==> config.mk <==
export PLATFORM = sky130hd
export DESIGN_NAME = mlp_cell
export DESIGN_NICKNAME = d
export VERILOG_FILES = /design/src/hw/rtl/mlp_pkg.sv /design/src/hw/rtl/mlp_cell.sv
export SDC_FILE = /design/constraint.sdc
export NUM_CORES = 2
export LEC_CHECK = 0
export BUFFER_PORTS_ARGS = -buffer_cell sky130_fd_sc_hd__buf_2
export CORE_MARGIN = 8
export CORE_UTILIZATION = 60
export DETAILED_ROUTE_END_ITERATION = 6
export MAX_ROUTING_LAYER = met4
export PLACE_DENSITY = 0.77
export SYNTH_ARGS = -nofsm -noshare
export SYNTH_HDL_FRONTEND = slang
export SYNTH_SLANG_ARGS = --single-unit
==> constraint.sdc <==
create_clock -name clk_i -period 10.75 [get_ports clk_i]
set_clock_uncertainty 0.1 [all_clocks]
set_input_delay 3.225 -clock clk_i [delete_from_list [all_inputs] [get_ports clk_i]]
set_output_delay 3.225 -clock clk_i [all_outputs]
set_load 0.03 [all_outputs]
==> src/hw/rtl/mlp_pkg.sv <==
// Shared constants, types and the logistic table of the network core.
`default_nettype none
package mlp_pkg;
  localparam int MAX_INPUTS = 32;
  localparam int MAX_LAYERS = 4;
  localparam int MAX_HEIGHT = 16;
  localparam int VALUE_BITS = 16;

  localparam int IN_W    = $clog2(MAX_INPUTS);
  localparam int NODE_W  = $clog2(MAX_HEIGHT);
  localparam int LAYER_W = $clog2(MAX_LAYERS);
  localparam int CNT_W   = $clog2(MAX_INPUTS + 1);
  localparam int HCNT_W  = $clog2(MAX_HEIGHT + 1);
  localparam int LCNT_W  = $clog2(MAX_LAYERS + 1);
  localparam int W_DEPTH = MAX_INPUTS + (MAX_LAYERS - 1) * MAX_HEIGHT;
  localparam int WA_W    = $clog2(W_DEPTH);
  localparam int N_DEPTH = MAX_LAYERS * MAX_HEIGHT;
  localparam int NA_W    = $clog2(N_DEPTH);
  localparam int ACT_W   = 13;
  localparam int X_W     = VALUE_BITS + 1;
  localparam int PROD_W  = X_W + VALUE_BITS;
  localparam int ACC_W   = PROD_W + CNT_W;
  localparam int FRAC_BITS = 12;

  localparam logic [1:0] KIND_INPUT  = 2'd0;
  localparam logic [1:0] KIND_WEIGHT = 2'd1;
  localparam logic [1:0] KIND_RUN    = 2'd2;

  localparam logic [1:0] REG_INPUTS = 2'd0;
  localparam logic [1:0] REG_LAYERS = 2'd1;
  localparam logic [1:0] REG_HEIGHT = 2'd2;

  typedef enum logic [2:0] {
    ST_IDLE, ST_MAC, ST_DRAIN, ST_SHIFT, ST_WAIT
  } state_e;

  typedef struct packed {
    logic            clear;
    logic            mac;
    logic            shift;
    logic            rd;
    logic [WA_W-1:0] rd_addr;
  } cell_ctl_t;

  typedef struct packed {
    logic [WA_W-1:0]              addr;
    logic signed [VALUE_BITS-1:0] data;
  } wt_wr_t;

  typedef struct packed {
    logic [NODE_W-1:0]  node;
    logic [LAYER_W-1:0] layer;
    logic               out_en;
    logic               last;
  } act_tag_t;

  function automatic logic [ACT_W-1:0] sig_lut(input logic [4:0] i);
    logic [ACT_W-1:0] r;
    case (i)
      5'd0:  r = 13'd2048;
      5'd1:  r = 13'd2550;
      5'd2:  r = 13'd2994;
      5'd3:  r = 13'd3349;
      5'd4:  r = 13'd3608;
      5'd5:  r = 13'd3785;
      5'd6:  r = 13'd3902;
      5'd7:  r = 13'd3976;
      5'd8:  r = 13'd4022;
      5'd9:  r = 13'd4051;
      5'd10: r = 13'd4069;
      5'd11: r = 13'd4079;
      5'd12: r = 13'd4086;
      5'd13: r = 13'd4090;
      5'd14: r = 13'd4092;
      5'd15: r = 13'd4094;
      default: r = 13'd4095;
    endcase
    return r;
  endfunction
endpackage
`default_nettype wire

==> src/hw/rtl/mlp_cell.sv <==
// One node cell: private weight memory, multiply-accumulate and shift link.
`default_nettype none
module mlp_cell (
  input  wire logic                              clk_i,
  input  wire logic                              rst_ni,
  input  wire mlp_pkg::cell_ctl_t                ctl_i,
  input  wire logic                              we_i,
  input  wire mlp_pkg::wt_wr_t                   wr_i,
  input  wire logic signed [mlp_pkg::X_W-1:0]    x_i,
  input  wire logic signed [mlp_pkg::ACC_W-1:0]  acc_i,
  output logic signed [mlp_pkg::ACC_W-1:0]       acc_o
);
  import mlp_pkg::*;

  logic signed [VALUE_BITS-1:0] mem [W_DEPTH];
  logic signed [VALUE_BITS-1:0] w_q;
  logic signed [PROD_W-1:0]     prod;
  logic signed [ACC_W-1:0]      acc_q;
  logic signed [ACC_W-1:0]      acc_d;

  always_ff @(posedge clk_i) begin
    if (we_i) mem[wr_i.addr] <= wr_i.data;
    if (ctl_i.rd) w_q <= mem[ctl_i.rd_addr];
  end

  assign prod = x_i * w_q;

  always_comb begin
    acc_d = acc_q;
    if (ctl_i.clear) acc_d = '0;
    else if (ctl_i.shift) acc_d = acc_i;
    else if (ctl_i.mac) acc_d = acc_q + {{(ACC_W-PROD_W){prod[PROD_W-1]}}, prod};
  end

  always_ff @(posedge clk_i or negedge rst_ni) begin
    if (!rst_ni) acc_q <= '0;
    else acc_q <= acc_d;
  end

  assign acc_o = acc_q;
endmodule
`default_nettype wire

## Yosys cells after proc, flatten, opt, wreduce, memory -nomap -nowiden

Memories as Yosys holds them, arrays and structs flattened. A register that Yosys moved wholly into a read port is not among the register bits.
Cells that the tools add are included.

| word-level totals | value |
|---|---|
| flip-flop bits (word level) | 39 |
| memory bits (writable) | 1280 |
| bits of input ports | 93 |
| output and inout bits | 39 |
| word-level logic and storage cells | 10 |
| memories kept | 1 |

| cells by class | value |
|---|---|
| add/sub/neg operators | 1 |
| multipliers | 1 |
| muxes and demuxes | 5 |
| reduce and logical (&&, ||, !) cells | 1 |

Memory list:

| name | words | bits a word | read ports | clocked after Yosys merged registers in | wr ports | RTL line | source |
|---|---|---|---|---|---|---|---|
| mem | 80 | 16 | 1 | 1 | 1 | mlp_cell.sv:15 | `logic signed [VALUE_BITS-1:0] mem [W_DEPTH];` |

Operators by type and width:

| cell | count |
|---|---|
| 2-to-1 mux 39 bit | 3 |
| adder 39 bit | 1 |
| multiplier 17 x 16 -> 33 bit | 1 |
| nonzero test 3 bit | 1 |
| 2-to-1 mux 1 bit | 2 |

## Logic depth before layout (Yosys ltp)

| depth | value |
|---|---|
| depth after elaboration | 5 |
| gate-level depth with buffers | 38 |
| gate-level depth less buffers | 34 |

## Least setup slack after synthesis

No wires, ideal clock.

| path | value |
|---|---|
| kind | input to register |
| start point | in x_i[7] in the netlist's numbering |
| end point | reg acc_q[35], in the netlist acc_o[35] |
| library setup time | 142 ps |
| arrival | 11065 ps |
| data required time | 10508 ps |
| path slack | -557 ps |
| cell stages on the path | 37 |
| path buffers | 3 |
| path through | clkbuf_1 nand2_1 fa_1 inv_1 fa_1 inv_1 fa_1 inv_1 fa_1 fa_1 inv_1 fa_1 inv_1 ha_1 and3_1 buf_6 a221o_1 o21a_1 a41oi_2 o21ai_0 and2_1 o21a_1 nor2_1 xnor2_1 ha_1 buf_2 a21oi_1 nor2b_1 o31ai_1 o21ai_1 a311oi_1 or4b_1 o21ai_2 a221oi_2 mux2_1 o21ai_1 a221oi_2 |

| on the way | value |
|---|---|
| cells in the longest elaborated chain, start to end | 5 |

RTL lines:

| element | RTL line | source |
|---|---|---|
| from (decl) | mlp_cell.sv:9 | `input wire logic signed [mlp_pkg::X_W-1:0] x_i,` |
| multiplier 17 x 16 -> 33 bit | mlp_cell.sv:26 | `assign prod = x_i * w_q;` |
| adder 39 bit | mlp_cell.sv:32 | `else if (ctl_i.mac) acc_d = acc_q + {{(ACC_W-PROD_W){prod[PROD_W-1]}}, prod};` |
| 2-to-1 mux 39 bit | mlp_cell.sv:32 |  |
| 2-to-1 mux 39 bit | mlp_cell.sv:31 | `else if (ctl_i.shift) acc_d = acc_i;` |
| 2-to-1 mux 39 bit | mlp_cell.sv:30 | `if (ctl_i.clear) acc_d = '0;` |
| to (signal assigned) | mlp_cell.sv:36 | `if (!rst_ni) acc_q <= '0;` |
| to (signal assigned) | mlp_cell.sv:37 | `else acc_q <= acc_d;` |
| to (decl) | mlp_cell.sv:18 | `logic signed [ACC_W-1:0] acc_q;` |

Every way passes these cells. The select of a mux whose other input is x is not followed.
A chain may end at the register's enable or synchronous reset.

## Final worst setup path

| path | value |
|---|---|
| start point | in x_i[9] in the netlist's numbering |
| end point | reg acc_q[31], in the netlist acc_o[31] |

The elaborated chain is that of the path after synthesis.

==> flow_metrics.env <==
export IMPL_synth_distinct_cells=66
export IMPL_fill_cells=6672
export IMPL_drive_above_1_share_pct=26.3
export IMPL_multi_input_area_mm2=0.0219
export IMPL_synth_avg_cell_area_um2=17.9
export IMPL_fp_coreArea_mm2=0.105
export IMPL_cts_root_buf="clkbuf_16"
export IMPL_grt_max_degree=144
export IMPL_routed_wirelength_um=159000
export IMPL_path_delay_family="adder cells"
export IMPL_drc_errors=0
export IMPL_cts_buffer_depth=3
export IMPL_grt_pass1_wl_um=235000
export IMPL_seq_area_frac_synth_pct=62.9
export IMPL_die_h_um=341
export IMPL_viasPerCell=6.32
export IMPL_hpwl_um=95200
export IMPL_post_route_period_util_pct=97.4
export IMPL_period_needed_ns=10.47
export IMPL_antenna_found_initial=11
export IMPL_cts_buffers=133
export IMPL_cp_num_buf_inv=6
export IMPL_synthCells=3547
export IMPL_hold_buffers=0
export IMPL_place_gp_congestion=0.897
export IMPL_hp_class="flip-flop to flip-flop"
export IMPL_synthArstFlopShare_pct=2.92
export IMPL_synthTopCellsByArea="edfxtp_1 (61%), mux4_2 (15%), fa_1 (8.7%)"
export IMPL_end_kind="flip-flop"
export IMPL_outcome="finished, final reports clean"
export IMPL_rows=119
export IMPL_h_tree_depth=4
export IMPL_synth_edf_count=1296
export IMPL_syn_num_nets=4042
export IMPL_vias=34400
export IMPL_finalHoldViolCount=0
export IMPL_rrSetupSlack_ns=1.99
export IMPL_wl_per_cell_um=29.2
export IMPL_clk_latency_ns=0.74
export IMPL_drv_slew=0
export IMPL_synth_seq_cells=1335
export IMPL_drt_first_pass_iters=5
export IMPL_numPortBuffers=131
export IMPL_cts_tree="yes"
export IMPL_final_antenna_net_count=0
export IMPL_yosys_warnings=0
export IMPL_fin_cells=5439
export IMPL_crit_end="acc_o[31]"
export IMPL_die_w_um=341
export IMPL_grt_usage_pct=28.2
export IMPL_place_inst=5189
export IMPL_cpPeakStageDelay_ns=0.57
export IMPL_crit_start="x_i[9]"
export IMPL_final_nets=4431
export IMPL_clock_sinks=1335
export IMPL_worst_r2r_endpoint="acc_o[31]"
export IMPL_grt_remaining_overflow=0
export IMPL_drt_iter0_drc=3739
export IMPL_io_pins=132
export IMPL_dieArea_mm2=0.116
export IMPL_slowest_stage="or4b_4"
export IMPL_area_growth_syn_to_layout_pct=13.2
export IMPL_clkSlewWorstSetupHoldPaths_ns=0.07
export IMPL_slew_limit_headroom_pct=24.7
export IMPL_crit_top_cell="fa_1"
export IMPL_grt_pass1_vias=36000
export IMPL_synth_top_cell_by_area="edfxtp_1"
export IMPL_r2r_cells=32
export IMPL_regToRegStartpoint="w_q[2]"
export IMPL_timing_fmax_mhz=95.5
export IMPL_worstPathMaxFanout=7
export IMPL_cap_violations=0
export IMPL_start_util_pct=60.4
export IMPL_finalSetupViolations=0
export IMPL_cp_num_cells=35
export IMPL_criticalPathCategory="primary input to flip-flop"
export IMPL_synth_top_area_share_pct=61.3
export IMPL_syn_area_mm2=0.0635
export IMPL_worst_slew_pin_transition_ns=1.13
export IMPL_crit_path_start_kind="primary input"
export IMPL_ys_flop_type="edfxtp_1"
export IMPL_arrival_ns=11.02
export IMPL_worstPathRequired_ns=11.30
export IMPL_seq_area_mm2=0.0399
layer usage:
| layer | GRT usage (%) | part of all wire, % |
|---|---|---|
| met5 | - | 0 |
| met4 | 10.9 | 4.3 |
| met3 | 6.15 | 9.6 |
| met2 | 45.1 | 50 |
| met1 | 35.9 | 36 |
registers in the layout (all words and copies together) (netlist names):
| signal | cells |
|---|---|
| acc_o | 39 |
| mem | 1280 |
| w_q | 16 |
layout make-up:
cell class / instances / area share [%]
antenna: 10 / 0.0348
clock inverter: 63 / 0.727
tap: 1391 / 2.42
timing repair buffer: 412 / 4.01
clock buffer: 174 / 5.06
multi-input combinational: 1732 / 30.5
inverter: 322 / 1.68
sequential: 1335 / 55.6
Yosys cell counts (3+ instances only):
master    count
edfxtp_1   1296
mux4_2      416
inv_1       322
fa_1        277
nand2_1     178
nor2_1      161
and2_1      127
ha_1        125
clkbuf_1    107
a21oi_1      78
xnor2_1      51
dfrtp_1      39
o21ai_0      35
buf_2        32
a21o_1       31
nor2b_1      22
nor3_1       21
nand2b_1     20
nand3_1      20
mux2_2       17
buf_1        14
xor2_1       13
a211oi_1     12
mux2i_1      12
a221oi_1     11
a31oi_1      10
o21a_1        7
o21ai_1       7
o21bai_1      7
and3_1        6
nand4_1       6
or3_1         6
a211o_1       4
a311oi_1      4
a31o_2        4
o22ai_1       4
o31ai_1       4
a21boi_0      3
buf_4         3
worst min-delay path by stage:
stage | endpoint | cells after the start | startpoint
2_1_floorplan | acc_o[19] | 2 | acc_o[19]
6_report | acc_o[19] | 2 | acc_o[19]
3_5_place_dp | acc_o[19] | 2 | acc_o[19]
5_1_grt | acc_o[19] | 2 | acc_o[19]
3_3_place_gp | acc_o[19] | 2 | acc_o[19]
4_1_cts | acc_o[19] | 2 | acc_o[19]
worst reg2reg max path: cells and delay by family (launching register included):
family | cells | cell delay [ns]
and+or+nand+nor | 9 | 1.74
AOI/OAI and AO/OA | 11 | 2.05
DFF | 1 | 0.95
adders and majority gates | 8 | 3.62
xor gates and xnor gates | 1 | 0.08
buffers and inverters | 3 | 0.16
placed cells by master, fill, tap and decap left out, drive strengths merged, types with 5 or more instances in the layout:
cell type	count
bufinv	6
a311oi	5
clkinv	48
mux2i	12
diode	10
nand2b	20
a21oi	80
o21a	7
nand4	6
mux2	18
a31oi	10
a211oi	13
or3	6
edfxtp	1296
o21ai	43
clkbuf	176
inv	328
and3	6
nor2b	22
nand2	178
ha	125
a21o	31
dfrtp	39
nor3	21
a221oi	13
o21bai	7
mux4	416
nand3	21
xnor2	52
nor2	162
o31ai	5
and2	127
fa	277
buf	410
xor2	13
per-stage QoR:
step | hold slack, ns | instance area [µm²] | utilization [%] | setup TNS [ns] | setup WS, ns
global route | 0.549 | 71800 | 68.3 | -0.0385 | -0.0275
floorplan | 0.621 | 63600 | - | -0.447 | -0.196
global placement | 0.539 | 67500 | 64.2 | -5.90 | -0.605
CTS | 0.549 | 71600 | 68.2 | 0 | 0.132
finish | 0.544 | 71800 | 68.3 | 0 | 0.276
detailed placement | 0.533 | 67500 | 64.2 | -6.50 | -0.655
cells by family after synthesis:
| family | after synthesis | synth area share (%) |
|---|---|---|
| flops | 1335 | 62.9 |
| mux | 446 | 15.3 |
| xor+xnor | 65 | 0.909 |
| compound gates | 242 | 2.50 |
| simple gates | 577 | 4.30 |
| fa+ha+maj | 402 | 11.2 |
| buf+inv | 480 | 2.94 |
repair_timing:
item                                    CTS  global route
endpoints found under the setup margin    0            12
resized for setup                         0            25
buffers inserted                          0             3
Power is left out: the tool's default activity adds up to more than one toggle a clock period on the data nets, which glitch-free logic cannot reach.
