===== config.mk =====
export PLATFORM = sky130hd
export DESIGN_NAME = mlp_act
export DESIGN_NICKNAME = d
export VERILOG_FILES = /design/src/hw/rtl/mlp_pkg.sv /design/src/hw/rtl/mlp_act.sv
export SDC_FILE = /design/constraint.sdc
export NUM_CORES = 1
export LEC_CHECK = 0
export BUFFER_PORTS_ARGS = -buffer_cell sky130_fd_sc_hd__buf_2
export CORE_UTILIZATION = 55
export CTS_BUF_LIST = sky130_fd_sc_hd__clkbuf_8
export CTS_CLUSTER_DIAMETER = 150
export DETAILED_ROUTE_END_ITERATION = 8
export HOLD_SLACK_MARGIN = 0.15
export PLACE_DENSITY = 0.84
export SETUP_SLACK_MARGIN = 0.02
export SLEW_MARGIN = 10
export SYNTH_ARGS = -nofsm -noshare
export SYNTH_HDL_FRONTEND = slang
export SYNTH_SLANG_ARGS = --single-unit
export TNS_END_PERCENT = 10

===== constraint.sdc =====
create_clock -name clk_i -period 32.5 [get_ports clk_i]
set_input_delay 1.625 -clock clk_i [delete_from_list [all_inputs] [get_ports clk_i]]
set_output_delay 1.625 -clock clk_i [all_outputs]
set_load 0.05 [all_outputs]

===== src/hw/rtl/mlp_pkg.sv =====
// Shared constants, types and the logistic table of the network core.
`default_nettype none
package mlp_pkg;
  localparam int MAX_INPUTS = 32;
  localparam int MAX_LAYERS = 4;
  localparam int MAX_HEIGHT = 16;
  localparam int VALUE_BITS = 16;

  localparam int IN_W    = $clog2(MAX_INPUTS);
  localparam int NODE_W  = $clog2(MAX_HEIGHT);
  localparam int LAYER_W = $clog2(MAX_LAYERS);
  localparam int CNT_W   = $clog2(MAX_INPUTS + 1);
  localparam int HCNT_W  = $clog2(MAX_HEIGHT + 1);
  localparam int LCNT_W  = $clog2(MAX_LAYERS + 1);
  localparam int W_DEPTH = MAX_INPUTS + (MAX_LAYERS - 1) * MAX_HEIGHT;
  localparam int WA_W    = $clog2(W_DEPTH);
  localparam int N_DEPTH = MAX_LAYERS * MAX_HEIGHT;
  localparam int NA_W    = $clog2(N_DEPTH);
  localparam int ACT_W   = 13;
  localparam int X_W     = VALUE_BITS + 1;
  localparam int PROD_W  = X_W + VALUE_BITS;
  localparam int ACC_W   = PROD_W + CNT_W;
  localparam int FRAC_BITS = 12;

  localparam logic [1:0] KIND_INPUT  = 2'd0;
  localparam logic [1:0] KIND_WEIGHT = 2'd1;
  localparam logic [1:0] KIND_RUN    = 2'd2;

  localparam logic [1:0] REG_INPUTS = 2'd0;
  localparam logic [1:0] REG_LAYERS = 2'd1;
  localparam logic [1:0] REG_HEIGHT = 2'd2;

  typedef enum logic [2:0] {
    ST_IDLE, ST_MAC, ST_DRAIN, ST_SHIFT, ST_WAIT
  } state_e;

  typedef struct packed {
    logic            clear;
    logic            mac;
    logic            shift;
    logic            rd;
    logic [WA_W-1:0] rd_addr;
  } cell_ctl_t;

  typedef struct packed {
    logic [WA_W-1:0]              addr;
    logic signed [VALUE_BITS-1:0] data;
  } wt_wr_t;

  typedef struct packed {
    logic [NODE_W-1:0]  node;
    logic [LAYER_W-1:0] layer;
    logic               out_en;
    logic               last;
  } act_tag_t;

  function automatic logic [ACT_W-1:0] sig_lut(input logic [4:0] i);
    logic [ACT_W-1:0] r;
    case (i)
      5'd0:  r = 13'd2048;
      5'd1:  r = 13'd2550;
      5'd2:  r = 13'd2994;
      5'd3:  r = 13'd3349;
      5'd4:  r = 13'd3608;
      5'd5:  r = 13'd3785;
      5'd6:  r = 13'd3902;
      5'd7:  r = 13'd3976;
      5'd8:  r = 13'd4022;
      5'd9:  r = 13'd4051;
      5'd10: r = 13'd4069;
      5'd11: r = 13'd4079;
      5'd12: r = 13'd4086;
      5'd13: r = 13'd4090;
      5'd14: r = 13'd4092;
      5'd15: r = 13'd4094;
      default: r = 13'd4095;
    endcase
    return r;
  endfunction
endpackage
`default_nettype wire


===== src/hw/rtl/mlp_act.sv =====
// Two-stage rounding, saturation and interpolated logistic activation.
`default_nettype none
module mlp_act (
  input  wire logic                              clk_i,
  input  wire logic                              rst_ni,
  input  wire logic                              valid_i,
  input  wire logic signed [mlp_pkg::ACC_W-1:0]  acc_i,
  input  wire mlp_pkg::act_tag_t                 tag_i,
  output logic                                   valid_o,
  output logic [mlp_pkg::ACT_W-1:0]              value_o,
  output mlp_pkg::act_tag_t                      tag_o
);
  import mlp_pkg::*;

  localparam int SH_W = ACC_W - FRAC_BITS;

  logic signed [ACC_W-1:0]      rnd;
  logic signed [SH_W-1:0]       sh;
  logic signed [VALUE_BITS-1:0] sat;
  logic signed [VALUE_BITS-1:0] x_q;
  logic                         v1_q;
  act_tag_t                     t1_q;
  logic [VALUE_BITS-1:0]        mag;
  logic [4:0]                   seg;
  logic [10:0]                  frac;
  logic [ACT_W-1:0]             t_lo;
  logic [ACT_W-1:0]             t_hi;
  logic [ACT_W+10:0]            slope;
  logic [ACT_W-1:0]             s;
  logic [ACT_W-1:0]             res;
  logic                         v2_q;
  act_tag_t                     t2_q;
  logic [ACT_W-1:0]             val_q;

  localparam logic signed [SH_W-1:0] SAT_HI = SH_W'((1 << (VALUE_BITS - 1)) - 1);
  localparam logic signed [SH_W-1:0] SAT_LO = -SH_W'(1 << (VALUE_BITS - 1));

  always_comb begin
    rnd = acc_i + ACC_W'(1 << (FRAC_BITS - 1));
    sh  = SH_W'(rnd >>> FRAC_BITS);
    if (sh > SAT_HI) sat = SAT_HI[VALUE_BITS-1:0];
    else if (sh < SAT_LO) sat = SAT_LO[VALUE_BITS-1:0];
    else sat = sh[VALUE_BITS-1:0];
  end

  always_comb begin
    mag   = x_q[VALUE_BITS-1] ? VALUE_BITS'(-x_q) : VALUE_BITS'(x_q);
    seg   = 5'(mag >> 11);
    frac  = mag[10:0];
    t_lo  = sig_lut(seg);
    t_hi  = sig_lut(5'(seg + 5'd1));
    slope = (ACT_W+11)'(t_hi - t_lo) * (ACT_W+11)'(frac) + (ACT_W+11)'(1024);
    if (seg >= 5'd16) s = sig_lut(5'd16);
    else s = t_lo + ACT_W'(slope >> 11);
    res = x_q[VALUE_BITS-1] ? ACT_W'(13'd4096 - s) : s;
  end

  always_ff @(posedge clk_i or negedge rst_ni) begin
    if (!rst_ni) begin
      v1_q <= 1'b0;
      v2_q <= 1'b0;
    end else begin
      v1_q <= valid_i;
      v2_q <= v1_q;
    end
  end

  always_ff @(posedge clk_i) begin
    x_q   <= sat;
    t1_q  <= tag_i;
    val_q <= res;
    t2_q  <= t1_q;
  end

  assign valid_o = v2_q;
  assign value_o = val_q;
  assign tag_o   = t2_q;
endmodule
`default_nettype wire


Yosys cells after proc, flatten, opt, wreduce, memory -nomap -nowiden:

Memory sizes are Yosys's and may differ from the RTL's.
Index checks and enable logic that the tools add are counted.

* order comparisons: 3
* multipliers: 1
* add/sub/neg operators: 7
* mux-type cells: 6

Operators with widths (count)
* 13-bit two-way mux: 4
* 39-bit by 13-bit adder with 39-bit output, second input constant: 1
* 16-bit two-way mux: 2
* 27-bit by 16-bit greater-than comparator with 1-bit output, second input constant: 1
* 27-bit by 16-bit < comparator with 1-bit output, second input constant: 1
* 24-bit by 11-bit adder with 24-bit output, second input constant: 1
* 14-bit by 12-bit multiplier with 24-bit output: 1
* 16-bit negator: 1
* 13-bit by 13-bit subtractor with 14-bit output: 1
* 13-bit adder: 1
* 13-bit subtractor, first input constant: 1
* 5-bit by 1-bit adder with 5-bit output, second input constant: 1
* 5-bit greater-or-equal comparator, second input constant: 1

* bits in read-only memories: 352
* bits in registers: 47
* logic and storage cells: 31
* memories: 2
* output and inout port bits: 22
* input bits: 50

Memory list
* (name not given): depth 16, bits a word 11, rd ports 1, clocked after memory_dff 0, wr ports 0, line mlp_pkg.sv:59 `case (i)`
* (name not given): depth 16, bits a word 11, rd ports 1, clocked after memory_dff 0, wr ports 0, line mlp_pkg.sv:59

Depth between registers and ports, before layout:

Gate-level depths: netlist of run 1.
An unclocked memory read counts as a cell.

* word-level depth: 12
* gate-level depth with buffers: 55
* depth with buffers taken out: 53

Worst setup path before layout of run 1:

No wires, ideal clock.

* kind: register -> register
* start: register x_q[0]
* end: register val_q[12], in the netlist value_o[12]
* path slack: 20.996 ns
* data arrival time: 11.373 ns
* required time: 32.370 ns
* library setup time: 0.130 ns
* clock period less this slack: 11.504 ns
* stages on the path, launching flop included: 54
* buffers on the path: 2
* cell sequence: dfxtp_1 > clkbuf_1 > clkinv_1 > ha_1 > nor2b_1 > nand3_1 > o41ai_2 > xor2_2 > inv_2 > ha_1 > inv_1 > ha_1 > clkbuf_1 > inv_1 > a21oi_1 > mux2_1 > nand2_1 > fa_1 > (+18 left out) > ha_1 > a21o_1 > a21o_1 > a21oi_1 > nand2_1 > and2_1 > o21a_1 > nor2_1 > xnor2_1 > ha_1 > nand2_1 > o21ai_1 > xnor2_2 > nand4_1 > or4_4 > or3_1 > o2111ai_1 > o22ai_1

* longest elaborated chain between the ends: 12
* elaborated cells between the ends (all ways): 15
* classes of those cells: 6 x add/sub; 1 x mul; 1 x order compare; 5 x mux; 2 x memory

RTL lines
* from (decl): line mlp_act.sv:20 `logic signed [VALUE_BITS-1:0] x_q;`
* from (signal assigned): line mlp_act.sv:69 `x_q <= sat;`
* 16-bit negator: line mlp_act.sv:47 `mag = x_q[VALUE_BITS-1] ? VALUE_BITS'(-x_q) : VALUE_BITS'(x_q);`
* 16-bit two-way mux (*): line mlp_act.sv:47
* 5-bit by 1-bit adder with 5-bit output: line mlp_act.sv:51 `t_hi = sig_lut(5'(seg + 5'd1));`
* memory read 16 x 11 bit
* 13-bit two-way mux: line mlp_pkg.sv:59
* 13-bit by 13-bit subtractor with 14-bit output: line mlp_act.sv:52 `slope = (ACT_W+11)'(t_hi - t_lo) * (ACT_W+11)'(frac) + (ACT_W+11)'(1024);`
* 14-bit by 12-bit multiplier with 24-bit output: line mlp_act.sv:52
* 24-bit by 11-bit adder with 24-bit output: line mlp_act.sv:52
* 13-bit adder: line mlp_act.sv:54 `else s = t_lo + ACT_W'(slope >> 11);`
* 13-bit two-way mux (*): line mlp_act.sv:53 `if (seg >= 5'd16) s = sig_lut(5'd16);`
* 13-bit subtractor: line mlp_act.sv:55 `res = x_q[VALUE_BITS-1] ? ACT_W'(13'd4096 - s) : s;`
* 13-bit two-way mux (*): line mlp_act.sv:55
* via res[12]: line mlp_act.sv:30 `logic [ACT_W-1:0] res;`
* to (signal assigned): line mlp_act.sv:71 `val_q <= res;`
* to (decl): line mlp_act.sv:33 `logic [ACT_W-1:0] val_q;`

The timed path passes the listed nets; every way through them passes the cells marked *.
A chain may end at the register's enable or synchronous reset.

Worst setup path after layout of run 1:

Ends and elaborated chain as after synthesis.

==> results of run 1 <==
-- final timing paths --
| kind | start | end | slack, ns | depth (start not counted) |
|---|---|---|---|---|
| worst max-delay path | x_q[0] | value_o[12] | 19.08 | 51 |
| worst min-delay path | t1_q[1] | tag_o[1] | 0.33 | 0 |
| worst max register to register | x_q[0] | value_o[12] | 19.08 | 51 |
| worst min register to register | t1_q[1] | tag_o[1] | 0.33 | 0 |
| max in group asynchronous | rst_ni | v1_q | 31.31 | 1 |
| min in group asynchronous | rst_ni | valid_o | 1.10 | 1 |
-- logic make-up (layout without fill, tap and decap cells) --
| group | Yosys count | in the layout | synth area share |
|---|---|---|---|
| AND/OR/NAND/NOR | 344 | 344 | 0.174 |
| buffers and inverters | 254 | 307 | 0.103 |
| adder cells (fa/ha/maj) | 229 | 229 | 0.418 |
| AO/OA/AOI/OAI | 165 | 165 | 0.116 |
| XOR/XNOR | 82 | 82 | 0.0796 |
| flip-flops | 47 | 47 | 0.102 |
| multiplexers | 6 | 6 | 0.00686 |
-- worst register-to-register path: cells and delay by family, from the launching register on --
kind / cells / cell delay [ns]
xor gates and xnor gates: 2 / 0.94
and+or+nand+nor: 8 / 1.99
DFF: 1 / 0.30
adders and majority gates: 11 / 4.46
buffers and inverters: 7 / 0.88
AOI/OAI and AO/OA: 23 / 4.77
-- cells in the final DEF (no fill, tap or decap), types with 5 or more instances in the layout --
cell      Yosys  routed
inv_1       227     228
fa_1        136     136
nand2_1     128     128
ha_1         93      93
nor2_1       83      83
buf_2         4      60
xnor2_1      50      49
dfxtp_1      45      45
o21ai_0      38      38
nand3_1      30      30
xor2_1       29      29
a21oi_1      28      28
nor2b_1      17      17
nor3_1       17      17
and2_1       14      14
a31oi_1      13      13
o21ai_1      13      13
a21o_1       12      12
o21a_1       11      11
nand2b_1     10      10
buf_4         0       9
o22ai_1       7       7
or2_1         5       5
o31ai_1       5       5
or3_1         5       5
o211ai_1      5       5
clkbuf_8      0       5
-- area by class of cell --
| type | count | area, sq um | area share |
|---|---|---|---|
| clock buffer | 5 | 68.8 | 0.00692 |
| clock inverter | 3 | 21.3 | 0.00214 |
| inverter | 230 | 863 | 0.0868 |
| multi-input combinational | 826 | 7400 | 0.744 |
| sequential | 47 | 951 | 0.0956 |
| tap | 220 | 275 | 0.0277 |
| timing repair buffer | 69 | 368 | 0.0370 |
-- layer usage --
layer | GRT usage | vias to the layer above
met5 | 0 | -
li1 | - | 3677
met3 | 0.0404 | 64
met4 | 0.102 | 0
met2 | 0.432 | 292
met1 | 0.309 | 3655
-- synth_stat cells, types with 7 or more instances --
cell	instances
a21o_1	12
a21oi_1	28
a31oi_1	13
and2_1	14
clkbuf_1	19
dfxtp_1	45
fa_1	136
ha_1	93
inv_1	227
nand2_1	128
nand2b_1	10
nand3_1	30
nor2_1	83
nor2b_1	17
nor3_1	17
o21a_1	11
o21ai_0	38
o21ai_1	13
o22ai_1	7
xnor2_1	50
xor2_1	29
-- flip-flops by register name, indices dropped and copies added, names as in the netlist --
register  count
v1_q          1
t1_q          8
value_o      13
x_q          16
valid_o       1
tag_o         8
-- through the flow --
| step | worst slack (ns) | cells | hold WS [ns] |
|---|---|---|---|
| 6_report | 19.08 | 1400 | 0.333 |
| 5_1_grt | 18.14 | 1400 | 0.344 |
| 4_1_cts | 19.30 | 1400 | 0.334 |
| 3_5_place_dp | 19.40 | 1392 | 0.313 |
| 3_3_place_gp | 19.67 | 1392 | 0.310 |
| 2_1_floorplan | 21.00 | 1127 | 0.310 |
==> results.cfg, run 1 <==
[setup_path]
cp-start-kind = register
critPathArrivalTime_ns = 13.62
critPathCaptureType = register
cp_top_family = compound AO/OA/AOI/OAI gates
path_buf_inv = 7
crit_top_cell = fa_1
cpPeakStageDelay_ns = 0.58
critPathRequiredTime_ns = 32.69
crit_slowest_cell = xor2_2
critical_path_class = reg -> reg
cp_max_fo = 13

[cts]
hold_buffers = 0
h-tree-depth = 2
root_buffer = clkbuf_8
cts_resized = 0
cts_made_buffers = 5
post_cts_buffers = 0
clk_pin_slew_worst_paths_ns = 0.09
clk_latency_ns = 0.30
numClockSinks = 47
cts_tree = yes
cts_buffer_depth = 2

[sta]
finalSetupTns_ns = 0
min_period_ns = 13.42
max_freq_mhz = 74.5
setup_viol = 0
fin_skew_ns = 0.00702
timing.final.crit_share = 0.413
tightest_slew_ns = 1.28
slew_headroom = 0.144
maxSlewViolCount = 0
hold_viol_final = 0
rsz0062_at_grt = no

[route]
detail-route-antenna-nets = 0
wl_met3_mm = 1.57
met2_length_mm = 10.1
top_layer_used = met4
drt_pass1_iterations = 6
detail_route.iter0.violations = 443
drc = 0
drt-met1-wl_mm = 7.88
routed_via_density = 5.49
avgRoutedWirePerCell_um = 14.5
via_count = 7688
wl_mm = 20.3

[finish]
fin_nets = 1458
final_area_sq_mm = 0.00995
syn_to_final_growth_pct = 6.94
nFillCells = 1406
drive_above_1_share = 0.0864
diodes = 0
final_core_utilization = 0.602

[global_routing]
grtUsageTotal = 0.249
antenna_found_initial = 1
grt_overflow_total = 0
grt_max_degree = 31
grt_pass1_vias = 7805
grt_pass1_wl_mm = 35.6

[yosys]
synth-edff-count = 0
ys.flop_type = dfxtp_1
yosysSeqAreaShare = 0.102
ys_top_cells_by_area = fa_1 (29%), ha_1 (13%), dfxtp_1 (9.7%)
synth_top_area_frac = 0.293
syn_area_sq_mm = 0.00930
synth_fp_nets = 1406
yosys.area.top_type = fa_1
syn-mean-instance-area_sq_um = 8.25
synth.distinct_cells = 70
async_flop_share = 0.0426
ys_ff_latch = 47
synth_warnings = 0
synthCells = 1127

[run]
drv_cap = 0

[die]
die_w_um = 132
num_rows = 47
dieArea_sq_mm = 0.0174
ioPinCount = 72
initial_core_util = 0.563
fp.coreArea_sq_mm = 0.0165
die_y_um = 132

[min_path]
hp-class = reg -> reg

[placed_design]
hpwl_mm = 17.1
place_congestion = 0.903
numPortBuffers = 60
dpl-instance-area_sq_mm = 0.00986

[outcome]
status = complete, no violations
Power of run 1 is left out: the tool's default activity adds up to more than one toggle a clock period on the data nets, which glitch-free logic cannot reach.
==> run 2, diff against run 1 <==
- PLACE_DENSITY: 0.84 -> 0.87
- clock period: 32.5 -> 11.1 ns (I/O delays scaled with it)
==> results.cfg, run 2 (synthesis gave the netlist of run 1 again) <==
[die]
die_y_um = 132
dieArea_sq_mm = 0.0174
initial_core_util = 0.563
num_rows = 47
ioPinCount = 72
die_w_um = 132
fp.coreArea_sq_mm = 0.0165

[finish]
largest_register_ffs = 16
layout_common_cells = inv_1 (218), fa_1 (135), nand2_1 (124)
multi_input_area_sq_mm = 0.00794
drive_above_1_share = 0.219
diodes = 0
final_common_cell = inv_1
seq_area_sq_um = 961
top_register = x_q
syn_to_final_growth_pct = 19.5
nFillCells = 1128
fin_nets = 1538

[route]
drt_pass1_iterations = 6
avgRoutedWirePerCell_um = 17.6
routed_via_density = 5.81
drc = 0
via_count = 8595
wl_mm = 26.0
detail-route-antenna-nets = 0
detail_route.iter0.violations = 619

[cts]
h-tree-depth = 2
cts_buffer_depth = 2
numClockSinks = 47
clk_pin_slew_worst_paths_ns = 0.10
clk_latency_ns = 0.31
root_buffer = clkbuf_8
cts_made_buffers = 5
cts_tree = yes

[min_path]
min_from = t1_q[3]
hold_depth = 0
hp-class = reg -> reg
worstHoldEndpoint = tag_o[3]

[setup_path]
critical_path_class = reg -> reg
crit_slowest_cell = or4_1
critPathCaptureType = register
regToRegStartpoint = x_q[10]
cpPeakStageDelay_ns = 0.65
r2r_slack_ns = -0.07
cp_max_fo = 5
rr_endpoint = value_o[12]
critPathArrivalTime_ns = 11.37
cp-start-kind = register
critPathRequiredTime_ns = 11.30
worst_r2r_path_depth = 46

[global_routing]
grt_pass1_vias = 8267
antenna_found_initial = 0
grt_overflow_total = 0
grt_pass1_wl_mm = 37.6
grtUsageTotal = 0.266
grt_max_degree = 24

[sta]
rsz0062_at_grt = yes
tightest_slew_ns = 1.24
hold_viol_final = 0
slew_headroom = 0.172
fin_skew_ns = 0.0112
layout_setup_ws_ns = -0.0721
max_freq_mhz = 89.5
setup_viol = 1
maxSlewViolCount = 0
holdWs_ns = 0.339
min_period_ns = 11.17
timing.final.crit_share = 1.01

[outcome]
status = finished, violations left
violations = negative setup slack

[placed_design]
hpwl_mm = 18.3
place_congestion = 0.972
numPortBuffers = 60

[run]
drv_cap = 0
==> run 2: cell count changes in the layout (fill, tap and decap cells not counted), sizes merged <==
cell / before / now
clkinv: 3 / 0
clkinvlp: 0 / 1
inv: 230 / 232
dlygate4sd3: 0 / 1
buf: 69 / 148
==> run 2: metal layers <==
metal,up-vias,wire length (um),GRT usage
li1,3845,-,-
met5,-,0,0
met1,4113,9160,0.310
met2,482,13100,0.486
met4,0,1690,0.110
met3,155,2080,0.0373
==> run 2: how the worst max path moves through the flow <==
| stage | from | endpoint | slack [ns] |
|---|---|---|---|
| floorplan | x_q[0] | value_o[12] | 0.03 |
| global placement | x_q[1] | value_o[12] | 0.13 |
| detailed placement | x_q[1] | value_o[12] | -0.19 |
| CTS | x_q[1] | value_o[12] | 0.02 |
| global route | x_q[10] | value_o[12] | -0.46 |
| finish | x_q[10] | value_o[12] | -0.07 |
==> run 2: repair_timing <==
action                                  CTS  global route
resized for setup                        14           110
pin swaps                                 5            85
buffers inserted                          1            27
hold buffers                              1             0
endpoints found under the setup margin    1             4
hold endpoints to repair                  2             0
==> run 2: through the flow <==
stage | instance area [sq um] | setup TNS, ns | utilization | cells | worst slack, ns
detailed placement | 10300 | -0.188 | 0.621 | 1444 | -0.188
floorplan | 9330 | 0 | - | 1127 | 0.0297
finish | 11100 | -0.0721 | 0.673 | 1480 | -0.0721
global placement | 10300 | 0 | 0.621 | 1444 | 0.126
CTS | 10500 | 0 | 0.633 | 1454 | 0.0213
global route | 11100 | -1.01 | 0.673 | 1480 | -0.458
==> run 2: final cells by class <==
class / count / share of cell area
Clock inverter: 3 / 0.00180
Inverter: 230 / 0.0779
Timing Repair Buffer: 149 / 0.0890
Sequential cell: 47 / 0.0864
Tap cell: 220 / 0.0248
Multi-Input combinational cell: 826 / 0.714
Clock buffer: 5 / 0.00619
==> run 2: critical path, delay by kind of cell, from the launching register on <==
kind | cells | cell delay (ns)
adders and majority gates | 9 | 3.79
xor gates and xnor gates | 3 | 0.70
and+or+nand+nor | 6 | 2.04
DFF | 1 | 0.42
AOI/OAI and AO/OA | 20 | 3.29
buffers and inverters | 8 | 0.80
Power of run 2 is left out for the same reason.
